<file path="src/dfr_pkg.sv">
// ---------------------------------------------------------------------------
// dfr_pkg: shared types and constants of the dle frame receiver
// link event and result request layouts, event classes, codes and limits
// ---------------------------------------------------------------------------
`timescale 1ns / 1ps
`default_nettype none

package dfr_pkg;

  // widths fixed by the request layouts
  localparam int unsigned BYTE_W  = 8;
  localparam int unsigned KIND_W  = 2;
  localparam int unsigned COUNT_W = 10;
  localparam int unsigned STAT_W  = 3;
  localparam int unsigned CFG_W   = 10;
  localparam int unsigned CFG_IDX_W = 2;

  // hard limit on bytes stored per frame
  localparam int unsigned MAX_FRAME_BYTES = 512;
  localparam logic [COUNT_W-1:0] CAP_MAX = COUNT_W'(MAX_FRAME_BYTES);
  localparam logic [COUNT_W-1:0] CAP_MIN = COUNT_W'(1);

  // register indexes
  localparam logic [CFG_IDX_W-1:0] CFG_CAPACITY = 2'd0;
  localparam logic [CFG_IDX_W-1:0] CFG_ESCAPE   = 2'd1;
  localparam logic [CFG_IDX_W-1:0] CFG_END      = 2'd2;

  // register reset values
  localparam logic [CFG_W-1:0]  CAPACITY_RST = 10'd512;
  localparam logic [BYTE_W-1:0] ESCAPE_RST   = 8'h10;
  localparam logic [BYTE_W-1:0] END_RST      = 8'h03;

  // input kind codes
  localparam logic [KIND_W-1:0] KIND_BYTE    = 2'd0;
  localparam logic [KIND_W-1:0] KIND_TIMEOUT = 2'd1;

  // report status codes
  localparam logic [STAT_W-1:0] ST_GOOD      = 3'd0;
  localparam logic [STAT_W-1:0] ST_BAD_SUM   = 3'd1;
  localparam logic [STAT_W-1:0] ST_TOO_LARGE = 3'd2;
  localparam logic [STAT_W-1:0] ST_TIMEOUT   = 3'd3;
  localparam logic [STAT_W-1:0] ST_ERROR     = 3'd4;

  typedef struct packed {
    logic [KIND_W-1:0] kind;
    logic [BYTE_W-1:0] rx_byte;
  } in_item_t;

  typedef struct packed {
    logic               is_end;
    logic [BYTE_W-1:0]  payload_byte;
    logic [STAT_W-1:0]  status;
    logic [COUNT_W-1:0] frame_length;
    logic               length_mismatch;
  } out_item_t;

  typedef enum logic [1:0] {
    EV_BYTE,
    EV_TIMEOUT,
    EV_ERROR
  } ev_class_t;

  // classified link event, as queued between front and back
  typedef struct packed {
    ev_class_t         cls;
    logic              esc_hit;
    logic              end_hit;
    logic [BYTE_W-1:0] data;
  } event_t;

endpackage

`default_nettype wire

</file>
<file path="src/dfr_front.sv">
// ---------------------------------------------------------------------------
// dfr_front: link event classifier
// sorts each request by kind and matches the byte against dle and etx codes
// ---------------------------------------------------------------------------
`timescale 1ns / 1ps
`default_nettype none

module dfr_front (
  input  wire logic                         in_valid,
  output logic                              in_ready,
  input  wire dfr_pkg::in_item_t            in_item,
  input  wire logic [dfr_pkg::BYTE_W-1:0]   escape_code,
  input  wire logic [dfr_pkg::BYTE_W-1:0]   end_code,
  output logic                              push_valid,
  input  wire logic                         push_ready,
  output dfr_pkg::event_t                   push_event
);

  always_comb begin
    push_event.data    = in_item.rx_byte;
    push_event.esc_hit = (in_item.rx_byte == escape_code);
    push_event.end_hit = (in_item.rx_byte == end_code);
    unique case (in_item.kind)
      dfr_pkg::KIND_BYTE:    push_event.cls = dfr_pkg::EV_BYTE;
      dfr_pkg::KIND_TIMEOUT: push_event.cls = dfr_pkg::EV_TIMEOUT;
      // unused kind code is handled as a link error
      default:               push_event.cls = dfr_pkg::EV_ERROR;
    endcase
  end

  assign push_valid = in_valid;
  assign in_ready   = push_ready;

endmodule

`default_nettype wire

</file>
<file path="src/dfr_queue.sv">
// ---------------------------------------------------------------------------
// dfr_queue: two-entry event queue
// decouples the classifier from the frame engine
// ---------------------------------------------------------------------------
`timescale 1ns / 1ps
`default_nettype none

module dfr_queue (
  input  wire logic            clk,
  input  wire logic            rst_n,
  input  wire logic            push_valid,
  output logic                 push_ready,
  input  wire dfr_pkg::event_t push_event,
  output logic                 pop_valid,
  input  wire logic            pop_ready,
  output dfr_pkg::event_t      pop_event
);

  localparam int unsigned DEPTH = 2;
  localparam int unsigned PTR_W = $clog2(DEPTH);
  localparam int unsigned CNT_W = $clog2(DEPTH + 1);

  dfr_pkg::event_t  mem_r [DEPTH];
  logic [PTR_W-1:0] wr_ptr_r, wr_ptr_nxt;
  logic [PTR_W-1:0] rd_ptr_r, rd_ptr_nxt;
  logic [CNT_W-1:0] count_r, count_nxt;
  logic             do_push, do_pop;

  assign push_ready = (count_r != CNT_W'(DEPTH));
  assign pop_valid  = (count_r != '0);
  assign pop_event  = mem_r[rd_ptr_r];
  assign do_push    = push_valid && push_ready;
  assign do_pop     = pop_valid && pop_ready;

  always_comb begin
    wr_ptr_nxt = do_push ? wr_ptr_r + PTR_W'(1) : wr_ptr_r;
    rd_ptr_nxt = do_pop  ? rd_ptr_r + PTR_W'(1) : rd_ptr_r;
    count_nxt  = count_r;
    if (do_push && !do_pop) begin
      count_nxt = count_r + CNT_W'(1);
    end else if (do_pop && !do_push) begin
      count_nxt = count_r - CNT_W'(1);
    end
  end

  always_ff @(posedge clk) begin
    if (do_push) begin
      mem_r[wr_ptr_r] <= push_event;
    end
  end

  always_ff @(posedge clk) begin
    if (!rst_n) begin
      wr_ptr_r <= '0;
      rd_ptr_r <= '0;
      count_r  <= '0;
    end else begin
      wr_ptr_r <= wr_ptr_nxt;
      rd_ptr_r <= rd_ptr_nxt;
      count_r  <= count_nxt;
    end
  end

endmodule

`default_nettype wire

</file>
<file path="src/dfr_back.sv">
// ---------------------------------------------------------------------------
// dfr_back: frame engine
// unstuffs, sums and counts frame bytes and drives the result register
// ---------------------------------------------------------------------------
`timescale 1ns / 1ps
`default_nettype none

module dfr_back (
  input  wire logic                          clk,
  input  wire logic                          rst_n,
  input  wire logic                          pop_valid,
  output logic                               pop_ready,
  input  wire dfr_pkg::event_t               pop_event,
  input  wire logic [dfr_pkg::COUNT_W-1:0]   capacity,
  output logic                               out_valid,
  input  wire logic                          out_ready,
  output dfr_pkg::out_item_t                 out_item
);

  typedef enum logic {
    S_HUNT,
    S_FRAME
  } state_t;

  state_t                          state_r, state_nxt;
  logic                            esc_pending_r, esc_pending_nxt;
  logic [dfr_pkg::BYTE_W-1:0]      sum_r, sum_nxt;
  logic [dfr_pkg::COUNT_W-1:0]     stored_r, stored_nxt;
  logic [dfr_pkg::BYTE_W-1:0]      decl_len_r, decl_len_nxt;
  logic                            len_taken_r, len_taken_nxt;
  logic [dfr_pkg::BYTE_W-1:0]      held_byte_r, held_byte_nxt;
  logic                            held_valid_r, held_valid_nxt;
  logic                            out_valid_r, out_valid_nxt;
  dfr_pkg::out_item_t              out_item_r, out_item_nxt;

  logic                            go;
  logic                            emit;
  logic                            close;
  dfr_pkg::out_item_t              res;
  logic [dfr_pkg::COUNT_W-1:0]     stored_inc;
  logic [dfr_pkg::COUNT_W-1:0]     flen;
  logic [dfr_pkg::COUNT_W-1:0]     want;

  assign go         = pop_valid && (!out_valid_r || out_ready);
  assign pop_ready  = !out_valid_r || out_ready;
  assign stored_inc = stored_r + dfr_pkg::COUNT_W'(1);
  assign flen       = (stored_r == '0) ? '0 : stored_r - dfr_pkg::COUNT_W'(1);
  assign want       = len_taken_r ? {2'b00, decl_len_r} + dfr_pkg::COUNT_W'(1) : '0;

  always_comb begin
    state_nxt       = state_r;
    esc_pending_nxt = esc_pending_r;
    sum_nxt         = sum_r;
    stored_nxt      = stored_r;
    decl_len_nxt    = decl_len_r;
    len_taken_nxt   = len_taken_r;
    held_byte_nxt   = held_byte_r;
    held_valid_nxt  = held_valid_r;
    emit            = 1'b0;
    close           = 1'b0;
    res             = '0;

    unique case (state_r)
      S_HUNT: begin
        if (pop_event.cls == dfr_pkg::EV_BYTE) begin
          if (pop_event.esc_hit) begin
            state_nxt = S_FRAME;
          end
        end else begin
          emit       = 1'b1;
          close      = 1'b1;
          res.is_end = 1'b1;
          res.status = (pop_event.cls == dfr_pkg::EV_TIMEOUT) ?
                       dfr_pkg::ST_TIMEOUT : dfr_pkg::ST_ERROR;
        end
      end
      S_FRAME: begin
        if (pop_event.cls != dfr_pkg::EV_BYTE) begin
          emit       = 1'b1;
          close      = 1'b1;
          res.is_end = 1'b1;
          res.status = dfr_pkg::ST_ERROR;
        end else if (esc_pending_r && pop_event.end_hit) begin
          emit                = 1'b1;
          close               = 1'b1;
          res.is_end          = 1'b1;
          res.status          = (sum_r == '0) ? dfr_pkg::ST_GOOD : dfr_pkg::ST_BAD_SUM;
          res.frame_length    = flen;
          res.length_mismatch = (stored_r == '0) || (want != flen);
        end else if (!esc_pending_r && pop_event.esc_hit) begin
          esc_pending_nxt = 1'b1;
        end else begin
          esc_pending_nxt = 1'b0;
          sum_nxt         = sum_r + pop_event.data;
          if (!len_taken_r && stored_r == dfr_pkg::COUNT_W'(1)) begin
            decl_len_nxt  = pop_event.data;
            len_taken_nxt = 1'b1;
          end else if (stored_inc >= capacity) begin
            emit       = 1'b1;
            close      = 1'b1;
            res.is_end = 1'b1;
            res.status = dfr_pkg::ST_TOO_LARGE;
          end else begin
            stored_nxt     = stored_inc;
            held_byte_nxt  = pop_event.data;
            held_valid_nxt = 1'b1;
            if (held_valid_r) begin
              emit             = 1'b1;
              res.payload_byte = held_byte_r;
            end
          end
        end
      end
      default: begin
        state_nxt = S_HUNT;
      end
    endcase

    // any report drops the frame and goes back to hunting
    if (close) begin
      state_nxt       = S_HUNT;
      esc_pending_nxt = 1'b0;
      sum_nxt         = '0;
      stored_nxt      = '0;
      decl_len_nxt    = '0;
      len_taken_nxt   = 1'b0;
      held_valid_nxt  = 1'b0;
    end

    if (go && emit) begin
      out_valid_nxt = 1'b1;
    end else if (out_ready) begin
      out_valid_nxt = 1'b0;
    end else begin
      out_valid_nxt = out_valid_r;
    end
    out_item_nxt = (go && emit) ? res : out_item_r;
  end

  always_ff @(posedge clk) begin
    if (!rst_n) begin
      state_r       <= S_HUNT;
      esc_pending_r <= 1'b0;
      sum_r         <= '0;
      stored_r      <= '0;
      decl_len_r    <= '0;
      len_taken_r   <= 1'b0;
      held_valid_r  <= 1'b0;
      out_valid_r   <= 1'b0;
    end else begin
      if (go) begin
        state_r       <= state_nxt;
        esc_pending_r <= esc_pending_nxt;
        sum_r         <= sum_nxt;
        stored_r      <= stored_nxt;
        decl_len_r    <= decl_len_nxt;
        len_taken_r   <= len_taken_nxt;
        held_valid_r  <= held_valid_nxt;
      end
      out_valid_r <= out_valid_nxt;
    end
    if (go) begin
      held_byte_r <= held_byte_nxt;
    end
    out_item_r <= out_item_nxt;
  end

  assign out_valid = out_valid_r;
  assign out_item  = out_item_r;

  // hunting leaves no frame bookkeeping behind
  a_hunt_clean: assert property (@(posedge clk) disable iff (!rst_n)
    state_r == S_HUNT |-> stored_r == '0 && !held_valid_r && !len_taken_r && !esc_pending_r)
    else $error("frame state left over while hunting");

  // a held byte was counted as stored
  a_held_counted: assert property (@(posedge clk) disable iff (!rst_n)
    held_valid_r |-> stored_r != '0)
    else $error("held byte without stored count");

  // the length byte only follows the first stored byte
  a_len_after_type: assert property (@(posedge clk) disable iff (!rst_n)
    len_taken_r |-> stored_r != '0)
    else $error("length byte taken before type byte");

endmodule

`default_nettype wire

</file>
<file path="src/dle_stuffed_frame_receiver_top.sv">
// ---------------------------------------------------------------------------
// dle_stuffed_frame_receiver_top: dle/etx byte-stuffed frame receiver
// turns link events into unstuffed payload bytes and end-of-frame reports
// ---------------------------------------------------------------------------
// usage
//   in_*  : one link event per request (received byte, timeout, link error),
//           valid/ready handshake
//   out_* : zero or one result request per event: a payload byte passed on
//           one byte late, or an end report with status, length and
//           length-mismatch flag, valid/ready handshake
//   cfg_* : write-only register port (capacity, dle code, etx code), written
//           while no request is in flight
// throughput: one event per cycle while the result register is empty or being
//   taken; the two-entry event queue keeps input and output stalls apart
// result path: an accepted event is registered in the event queue, and its
//   result, if any, in the result register, where it waits for out_ready
// reset (synchronous, active low): the receiver hunts for a dle, the queue
//   and result register empty, registers back to 512 / 0x10 / 0x03
// output stall: a waiting result holds; events pile up in the queue and
//   in_ready drops once its two entries are full
// ---------------------------------------------------------------------------
`timescale 1ns / 1ps
`default_nettype none

module dle_stuffed_frame_receiver_top (
  input  wire logic                             clk,
  input  wire logic                             rst_n,
  input  wire logic                             in_valid,
  output logic                                  in_ready,
  input  wire dfr_pkg::in_item_t                in_item,
  output logic                                  out_valid,
  input  wire logic                             out_ready,
  output dfr_pkg::out_item_t                    out_item,
  input  wire logic                             cfg_we,
  input  wire logic [dfr_pkg::CFG_IDX_W-1:0]    cfg_index,
  input  wire logic [dfr_pkg::CFG_W-1:0]        cfg_wdata
);

  // capacity is kept already clamped to the supported range
  logic [dfr_pkg::COUNT_W-1:0] capacity_r;
  logic [dfr_pkg::BYTE_W-1:0]  escape_code_r;
  logic [dfr_pkg::BYTE_W-1:0]  end_code_r;
  logic [dfr_pkg::COUNT_W-1:0] cap_clamped;

  logic                        push_valid, push_ready;
  dfr_pkg::event_t             push_event;
  logic                        pop_valid, pop_ready;
  dfr_pkg::event_t             pop_event;

  // zero acts as one, anything above the hard limit acts as the limit
  always_comb begin
    if (cfg_wdata == '0) begin
      cap_clamped = dfr_pkg::CAP_MIN;
    end else if (cfg_wdata > dfr_pkg::CAP_MAX) begin
      cap_clamped = dfr_pkg::CAP_MAX;
    end else begin
      cap_clamped = cfg_wdata;
    end
  end

  always_ff @(posedge clk) begin
    if (!rst_n) begin
      capacity_r    <= dfr_pkg::CAPACITY_RST;
      escape_code_r <= dfr_pkg::ESCAPE_RST;
      end_code_r    <= dfr_pkg::END_RST;
    end else if (cfg_we) begin
      unique case (cfg_index)
        dfr_pkg::CFG_CAPACITY: capacity_r    <= cap_clamped;
        dfr_pkg::CFG_ESCAPE:   escape_code_r <= cfg_wdata[dfr_pkg::BYTE_W-1:0];
        dfr_pkg::CFG_END:      end_code_r    <= cfg_wdata[dfr_pkg::BYTE_W-1:0];
        // writes to the spare index are dropped
        default: begin
        end
      endcase
    end
  end

  // front: classify events against the dle and etx codes
  dfr_front u_front (
    .in_valid    (in_valid),
    .in_ready    (in_ready),
    .in_item     (in_item),
    .escape_code (escape_code_r),
    .end_code    (end_code_r),
    .push_valid  (push_valid),
    .push_ready  (push_ready),
    .push_event  (push_event)
  );

  // short queue between classifier and frame engine
  dfr_queue u_queue (
    .clk        (clk),
    .rst_n      (rst_n),
    .push_valid (push_valid),
    .push_ready (push_ready),
    .push_event (push_event),
    .pop_valid  (pop_valid),
    .pop_ready  (pop_ready),
    .pop_event  (pop_event)
  );

  // back: frame engine with its result register
  dfr_back u_back (
    .clk       (clk),
    .rst_n     (rst_n),
    .pop_valid (pop_valid),
    .pop_ready (pop_ready),
    .pop_event (pop_event),
    .capacity  (capacity_r),
    .out_valid (out_valid),
    .out_ready (out_ready),
    .out_item  (out_item)
  );

endmodule

`default_nettype wire

</file>
<file path="config.mk">
export PLATFORM = sky130hd
export DESIGN_NAME = dle_stuffed_frame_receiver_top
export DESIGN_NICKNAME = d
export VERILOG_FILES = /design/src/dfr_pkg.sv /design/src/dfr_front.sv /design/src/dfr_queue.sv /design/src/dfr_back.sv /design/src/dle_stuffed_frame_receiver_top.sv
export SDC_FILE = /design/constraint.sdc
export NUM_CORES = 1
export LEC_CHECK = 0
export BUFFER_PORTS_ARGS = -buffer_cell sky130_fd_sc_hd__buf_2
export CAP_MARGIN = 10
export CELL_PAD_IN_SITES_DETAIL_PLACEMENT = 1
export CELL_PAD_IN_SITES_GLOBAL_PLACEMENT = 2
export CORE_MARGIN = 2
export CORE_UTILIZATION = 39
export DETAILED_ROUTE_END_ITERATION = 10
export PLACE_DENSITY_LB_ADDON = 0.1
export SETUP_SLACK_MARGIN = 0.5
export SYNTH_ARGS = -nofsm -noshare
export SYNTH_HDL_FRONTEND = slang
export SYNTH_SLANG_ARGS = --single-unit
</file>
<file path="constraint.sdc">
create_clock -name clk -period 4.13 [get_ports clk]
set_clock_uncertainty 0.15 [all_clocks]
set_input_delay 0.6195 -clock clk [delete_from_list [all_inputs] [get_ports clk]]
set_output_delay 0.6195 -clock clk [all_outputs]
set_load 0.03 [all_outputs]
</file>
==> results.py, run 1 <==
metrics = {
    "status": {
        "run_status": "complete, no violations",
    },
    "clocking": {
        "clock_path_buffers": 2,
        "clock_latency_ns": 0.42,
        "clkTransAtPathRegs_ns": 0.05,
        "tritoncts.num_buffers": 17,
        "htree_levels": 4,
        "tritoncts": "yes",
        "cts_root_buf": "sky130_fd_sc_hd__clkbuf_16",
        "cts_hold_repair.buffers": 0,
        "tritoncts_num_sinks": 117,
    },
    "cells_and_area": {
        "final_nets": 653,
        "commonest_non_fill_non_tap_cell_in_the_layout": "sky130_fd_sc_hd__nor2_1",
        "area_grow_syn2layout_pct": 17.9,
        "num_antenna_cells": 0,
        "design_area_um2": 6770,
        "filler_cell_count": 1602,
        "most-common-layout-cells": "72 x sky130_fd_sc_hd__nor2_1, 58 x sky130_fd_sc_hd__dfxtp_1, 55 x sky130_fd_sc_hd__edfxtp_1, 51 x sky130_fd_sc_hd__buf_2, 34 x sky130_fd_sc_hd__xnor2_1",
        "final_layout_size_suffix_gt1_share_pct": 18.0,
    },
    "power_and_ir_drop": {
        "power.total_mw": 3.87,
        "power.density_cell_area_nw_per_um2": 572,
        "peak_supply_drop_uv": 284,
        "p_leak_nw": 2.65,
    },
    "routing": {
        "detailroute.via_count": 4270,
        "drc": 0,
        "drt_initial_violations": 161,
        "finalWirelength_mm": 13.8,
        "routed_wire_length_per_instance_um": 17.3,
        "first_pass_iters": 4,
        "antenna_left": 0,
        "routed_via_density": 5.34,
    },
    "critical_path": {
        "reg2regPathDepth": 12,
        "cp_data_arrival_time_ns": 3.35,
        "r2r_end": "u_back.out_item[8]",
        "worst_setup_path_endpoint": "u_back.out_item[8]",
        "critPathMaxFanout": 23,
        "start_kind": "flop",
        "critical_path_type": "flop to flop",
        "critical_path_required_ns": 4.12,
        "ff2ff_setup_slack_ns": 0.77,
        "crit_start": "u_back.stored_r[4]",
        "endpoint_kind": "flop",
        "critical_path.reg2reg.startpoint": "u_back.stored_r[4]",
    },
    "min_path": {
        "worstHoldPathType": "input pin to flop",
    },
    "die": {
        "io_pins": 52,
        "placeableCoreArea_um2": 14500,
        "fp.dieW_um": 125,
        "die-height_um": 125,
        "fp-row-count": 44,
        "die_area_um2": 15700,
        "initial_core_utilization_pct": 39.6,
    },
    "synthesis": {
        "ys_warn_count": 0,
        "synth_cell_type_count": 61,
        "number_of_synthesized_register_bits": 117,
        "syn_area_um2": 5740,
        "synthFlopType": "sky130_fd_sc_hd__dfxtp_1",
        "postSynthNetCount": 608,
        "async_flop_share_pct": 0,
        "synth_enable_flop_cells": 55,
        "synth_cells": 558,
        "synth_area_per_cell_um2": 10.3,
        "synth-seq-area-share_pct": 50.4,
    },
    "sta": {
        "finalSetupTns_ns": 0,
        "period_share_pct": 81.3,
        "rsz0062_at_grt": "false",
        "finalCriticalPeriod_ns": 3.36,
        "hold_viol": 0,
        "tightest_slew_ns": 1.02,
        "setup_viol_count_final": 0,
        "slew_headroom_pct": 31.7,
        "max_freq_mhz": 298,
        "drv_slew": 0,
    },
    "global_routing": {
        "gr-total-overflow": 0,
        "grt_pass1_vias": 4483,
        "pin_count_of_the_biggest_net_entering_global_routing": 29,
        "grt_antenna_before_repair": 0,
        "grt_first_pass_wirelength_mm": 22.9,
        "gr-usage-all-layers_pct": 18.5,
    },
    "place": {
        "place.port_buffers": 51,
        "placedInstanceArea_um2": 6140,
        "hpwl_mm": 10.1,
        "gpl.final_weighted_congestion": 0.769,
    },
    "job": {
        "drv_cap": 0,
    },
}
==> cell families (layout without fill, tap and decap cells) <==
family	after synthesis	after routing	synth area share, %
adders and majority gates	23	23	5.14
muxes	26	26	4.80
buffers and inverters	54	112	3.73
xor gates and xnor gates	47	47	7.17
AOI/OAI and AO/OA	101	101	12.1
DFF	117	117	50.4
and+or+nand+nor	190	190	16.6
==> where the power goes <==
group          total (mW)  switching, mW  internal [mW]  leakage, nW
registers            1.49         0.0764           1.41         1.02
clock network        1.54          0.530           1.01        0.299
logic               0.848          0.581          0.267         1.33
total                3.87           1.19           2.68         2.65
==> timing repair <==
item | CTS | global route
cloned | 0 | 0
hold endpoints to repair | 0 | 0
resized for setup | 4 | 5
endpoints found under the setup margin | 24 | 25
buffers inserted | 0 | 0
==> per-layer routing <==
layer  wire length (um)  GRT usage [%]
met1               6650           24.2
met2               6580           30.6
met3                382           3.68
met4                205           6.80
met5                  0              0
==> synthesized netlist by cell type, drive strengths merged, types with 9 or more instances <==
master / n / area (um^2)
mux2: 9 / 105
edfxtp: 55 / 1650
ha: 22 / 275
inv: 24 / 90.1
o21ai: 17 / 85.1
a21oi: 26 / 141
xor2: 13 / 114
xnor2: 34 / 298
nor2: 73 / 274
nand3: 16 / 80.1
mux2i: 17 / 170
dfxtp: 62 / 1240
a22oi: 10 / 75.1
nor3: 13 / 70.1
clkbuf: 24 / 90.1
and2: 10 / 65.1
nand2: 26 / 97.6
==> critical path, cell delays in order, from the launching register on <==
cell	delay [ns]
sky130_fd_sc_hd__dfxtp_2	0.43
sky130_fd_sc_hd__and3_1	0.22
sky130_fd_sc_hd__nand3_2	0.16
sky130_fd_sc_hd__nor2_2	0.14
sky130_fd_sc_hd__xor2_1	0.21
sky130_fd_sc_hd__ha_1	0.29
sky130_fd_sc_hd__a21o_1	0.16
sky130_fd_sc_hd__a21o_1	0.17
sky130_fd_sc_hd__a221o_2	0.49
sky130_fd_sc_hd__o21a_1	0.20
sky130_fd_sc_hd__o21ai_1	0.15
sky130_fd_sc_hd__inv_1	0.05
sky130_fd_sc_hd__buf_4	0.23
==> sequential cells by signal, summed over array words and instances, names as in the netlist, 10 cells and up, named ones only <==
signal / count
u_back.stored_r: 10
capacity_r: 10
u_queue.mem_r: 24
u_back.out_item: 23
==> per-stage QoR <==
stage | util [%] | setup WS, ns | instances | hold WS (ns)
finish | 46.8 | 0.773 | 800 | 0.279
global route | 46.8 | 0.538 | 800 | 0.271
CTS | 46.7 | 0.572 | 800 | 0.266
detailed placement | 42.4 | 0.421 | 768 | 0.334
global placement | 42.4 | 0.481 | 768 | 0.319
floorplan | - | 0.552 | 558 | 0.307
==> final cells by class <==
type | instances | area [um^2] | share of cell area [%]
repair buffers | 56 | 293 | 4.33
multi-input cells | 387 | 2640 | 39.0
clock buffers | 19 | 433 | 6.40
well taps | 184 | 230 | 3.40
inverters | 24 | 90.1 | 1.33
flip-flops and latches | 117 | 2900 | 42.8
clock inverters | 13 | 181 | 2.68
==> worst min path at each step <==
stage | cells past startpoint | slack [ns] | endpoint | from
final | 1 | 0.28 | u_queue.mem_r[1][11] | in_item[9]
after global routing | 1 | 0.27 | u_queue.mem_r[0][11] | in_item[9]
after CTS | 1 | 0.27 | u_queue.mem_r[1][11] | in_item[9]
after detailed placement | 2 | 0.33 | capacity_r[8] | capacity_r[8]
after global placement | 2 | 0.32 | capacity_r[4] | capacity_r[4]
after floorplan | 2 | 0.31 | capacity_r[3] | capacity_r[3]
Power figures use the tool's default switching activity.
==> run 2, diff against run 1 <==
--- a/config.mk
+++ b/config.mk
@@ -5,12 +5,13 @@
 export SDC_FILE = /design/constraint.sdc
 export NUM_CORES = 1
 export LEC_CHECK = 0
+export ABC_AREA = 1
 export BUFFER_PORTS_ARGS = -buffer_cell sky130_fd_sc_hd__buf_2
 export CAP_MARGIN = 10
 export CELL_PAD_IN_SITES_DETAIL_PLACEMENT = 1
 export CELL_PAD_IN_SITES_GLOBAL_PLACEMENT = 2
 export CORE_MARGIN = 2
-export CORE_UTILIZATION = 39
+export CORE_UTILIZATION = 36
 export DETAILED_ROUTE_END_ITERATION = 10
 export PLACE_DENSITY_LB_ADDON = 0.1
 export SETUP_SLACK_MARGIN = 0.5
==> constraint.sdc (replaced) <==
create_clock -name clk -period 3.2 [get_ports clk]
set_clock_uncertainty 0.15 [all_clocks]
set_input_delay 0.48 -clock clk [delete_from_list [all_inputs] [get_ports clk]]
set_output_delay 0.48 -clock clk [all_outputs]
set_load 0.03 [all_outputs]
==> results.py, run 2 <==
metrics = {
    "sta": {
        "tightest_slew_ns": 1.07,
        "slew_headroom_pct": 28.4,
        "rsz0062_at_grt": "true",
        "hold_viol": 0,
        "finalCriticalPeriod_ns": 2.99,
        "setup_viol_count_final": 0,
        "period_share_pct": 93.5,
        "drv_slew": 0,
        "max_freq_mhz": 334,
    },
    "min_path": {
        "min_from": "in_item[9]",
        "worstHoldPathType": "input pin to flop",
        "whs_path_depth": 1,
        "timing.hold.worst_endpoint": "u_queue.mem_r[0][11]",
    },
    "cells_and_area": {
        "num_antenna_cells": 0,
        "final_core_util_pct": 50.4,
        "commonest_non_fill_non_tap_cell_in_the_layout": "sky130_fd_sc_hd__nand2_1",
        "register_area_um2": 2910,
        "max_flop_register": "u_queue.mem_r",
        "largest_reg_flops": 24,
        "multiInputGateArea_um2": 3140,
        "final_cell_count_no_fill": 1058,
        "final_nets": 879,
        "most-common-layout-cells": "151 x sky130_fd_sc_hd__nand2_1, 90 x sky130_fd_sc_hd__inv_1, 74 x sky130_fd_sc_hd__nor2_1, 55 x sky130_fd_sc_hd__dfxtp_1, 55 x sky130_fd_sc_hd__edfxtp_1",
        "area_grow_syn2layout_pct": 36.5,
        "filler_cell_count": 1894,
        "final_layout_size_suffix_gt1_share_pct": 29.8,
        "design_area_um2": 8040,
    },
    "place": {
        "placedInstanceArea_um2": 6470,
        "hpwl_mm": 11.9,
        "gpl.final_weighted_congestion": 0.821,
        "place.port_buffers": 51,
        "dp_cells": 991,
    },
    "critical_path": {
        "endpoint_kind": "flop",
        "start_kind": "flop",
        "reg2regPathDepth": 19,
        "critical_path_required_ns": 3.18,
        "ff2ff_setup_slack_ns": 0.21,
        "critical_path.reg2reg.startpoint": "u_back.stored_r[3]",
        "critPathMaxFanout": 6,
        "r2r_end": "u_back.out_item[14]",
        "cp_data_arrival_time_ns": 2.97,
        "critical_path_type": "flop to flop",
    },
    "synthesis": {
        "netlist_top_cells_area": "sky130_fd_sc_hd__edfxtp_1 28%, sky130_fd_sc_hd__dfxtp_1 21%, sky130_fd_sc_hd__nand2_1 11%, sky130_fd_sc_hd__inv_1 6.2%, sky130_fd_sc_hd__nor2_1 5.5%",
        "syn_area_um2": 5890,
        "synth_enable_flop_cells": 55,
        "netlist.top_cell.by_area": "sky130_fd_sc_hd__edfxtp_1",
        "synthFlopType": "sky130_fd_sc_hd__dfxtp_1",
        "number_of_synthesized_register_bits": 117,
        "synth_largest_type_area_fraction_pct": 28.0,
        "async_flop_share_pct": 0,
        "synth_cell_type_count": 42,
        "synth_cells": 728,
        "synthTopCellsByCount": "175 x sky130_fd_sc_hd__nand2_1, 97 x sky130_fd_sc_hd__inv_1, 87 x sky130_fd_sc_hd__nor2_1, 62 x sky130_fd_sc_hd__dfxtp_1, 55 x sky130_fd_sc_hd__edfxtp_1",
        "synth-seq-area-share_pct": 49.1,
        "postSynthNetCount": 778,
        "synth_area_per_cell_um2": 8.09,
        "ys_warn_count": 0,
        "synth.most_common_cell": "sky130_fd_sc_hd__nand2_1",
    },
    "status": {
        "run_status": "complete, no violations",
    },
    "global_routing": {
        "gr-usage-all-layers_pct": 20.4,
        "grt_antenna_before_repair": 0,
        "pin_count_of_the_biggest_net_entering_global_routing": 25,
        "gr-total-overflow": 0,
        "grt_pass1_vias": 5397,
        "grt_first_pass_wirelength_mm": 28.0,
    },
    "power_and_ir_drop": {
        "p_leak_nw": 3.36,
        "power.density_cell_area_nw_per_um2": 796,
        "peak_supply_drop_uv": 515,
    },
    "die": {
        "placeableCoreArea_um2": 15900,
        "die_area_um2": 17400,
        "fp-row-count": 46,
        "fp.dieW_um": 132,
        "io_pins": 52,
        "initial_core_utilization_pct": 36.9,
        "die-height_um": 132,
    },
    "clocking": {
        "tritoncts_num_sinks": 117,
        "cts_root_buf": "sky130_fd_sc_hd__clkbuf_16",
        "clkTransAtPathRegs_ns": 0.06,
        "clock_latency_ns": 0.42,
        "cts_hold_repair.buffers": 0,
        "htree_levels": 4,
        "tritoncts.num_buffers": 17,
        "tritoncts": "yes",
        "clock_path_buffers": 2,
    },
    "routing": {
        "first_pass_iters": 4,
        "drc": 0,
        "detailroute.via_count": 5192,
        "antenna_left": 0,
        "finalWirelength_mm": 17.5,
        "drt_initial_violations": 266,
        "routed_wire_length_per_instance_um": 16.6,
        "routed_via_density": 4.91,
    },
    "job": {
        "drv_cap": 0,
    },
}
[run 2: final cells by class]
| type | count | area share, % |
|---|---|---|
| clock buffer | 18 | 5.34 |
| inverter | 102 | 5.26 |
| timing repair buffer | 93 | 8.30 |
| sequential | 117 | 36.2 |
| timing repair inverter | 3 | 0.405 |
| tap | 216 | 3.36 |
| multi-input combinational | 495 | 39.1 |
| clock inverter | 14 | 2.07 |
[run 2: worst max-delay path, cell delays in order, from the launching register on]
cell,delay (ns)
sky130_fd_sc_hd__dfxtp_4,0.39
sky130_fd_sc_hd__inv_4,0.05
sky130_fd_sc_hd__nor3_4,0.20
sky130_fd_sc_hd__nand2_2,0.10
sky130_fd_sc_hd__nor2_2,0.10
sky130_fd_sc_hd__xor2_1,0.19
sky130_fd_sc_hd__inv_1,0.12
sky130_fd_sc_hd__ha_4,0.30
sky130_fd_sc_hd__nand2_2,0.06
sky130_fd_sc_hd__nor2_4,0.11
sky130_fd_sc_hd__nand2_1,0.10
sky130_fd_sc_hd__nand3_2,0.09
sky130_fd_sc_hd__nand2_2,0.08
sky130_fd_sc_hd__nand2_4,0.10
sky130_fd_sc_hd__inv_4,0.04
sky130_fd_sc_hd__o21ai_2,0.06
sky130_fd_sc_hd__nand2_2,0.11
sky130_fd_sc_hd__buf_6,0.15
sky130_fd_sc_hd__clkinvlp_4,0.07
sky130_fd_sc_hd__buf_6,0.13
[run 2: how the worst max path moves through the flow]
| stage | start | to | slack [ns] | depth (start not counted) |
|---|---|---|---|---|
| after floorplan | u_back.stored_r[2] | u_back.out_item[0] | 0.42 | 18 |
| after global placement | u_back.stored_r[0] | u_back.out_item[5] | 0.06 | 18 |
| after detailed placement | u_back.stored_r[0] | u_back.out_item[19] | -0.11 | 18 |
| after CTS | u_back.stored_r[1] | u_back.out_item[14] | 0.32 | 19 |
| after global routing | u_back.stored_r[3] | u_back.out_item[14] | 0.08 | 19 |
| final | u_back.stored_r[3] | u_back.out_item[14] | 0.21 | 19 |
[run 2: metal layers]
metal | vias up | part of all wire, % | track usage [%]
met4 | 0 | 1.6 | 6.70
met1 | 2512 | 45 | 25.6
met5 | - | 0 | 0
met3 | 27 | 2.3 | 3.38
met2 | 70 | 51 | 35.6
li1 | 2583 | - | -
[run 2: per-stage QoR]
| stage | setup slack, ns | TNS [ns] | hold WS (ns) | power [mW] |
|---|---|---|---|---|
| after floorplan | 0.418 | 0 | 0.275 | 3.24 |
| after global placement | 0.0615 | 0 | 0.290 | 3.69 |
| after detailed placement | -0.113 | -2.57 | 0.300 | 3.75 |
| after CTS | 0.319 | 0 | 0.104 | 6.14 |
| after global routing | 0.0835 | 0 | 0.109 | 6.74 |
| final | 0.208 | 0 | 0.119 | 6.40 |
[run 2: power by group]
| part | switching (mW) | internal [mW] | leakage, nW | total [mW] |
|---|---|---|---|---|
| sequential | 0.143 | 1.89 | 1.03 | 2.04 |
| clock | 0.750 | 1.17 | 0.289 | 1.92 |
| combinational | 1.60 | 0.843 | 2.04 | 2.44 |
[run 2: what timing repair did]
item,in CTS,in global routing
cloned,6,0
buffers inserted,18,11
setup endpoints to repair,66,72
pin swaps,22,40
resized for setup,55,95
hold endpoints to repair,0,0
[run 2: cell families (layout without fill, tap and decap cells)]
logic type	Yosys count	after routing	share of synthesized area, %
buffers and inverters	117	230	8.03
DFF	117	117	49.1
adders and majority gates	23	23	5.01
xor gates and xnor gates	26	26	3.87
AOI/OAI and AO/OA	106	106	9.65
and+or+nand+nor	339	340	24.3
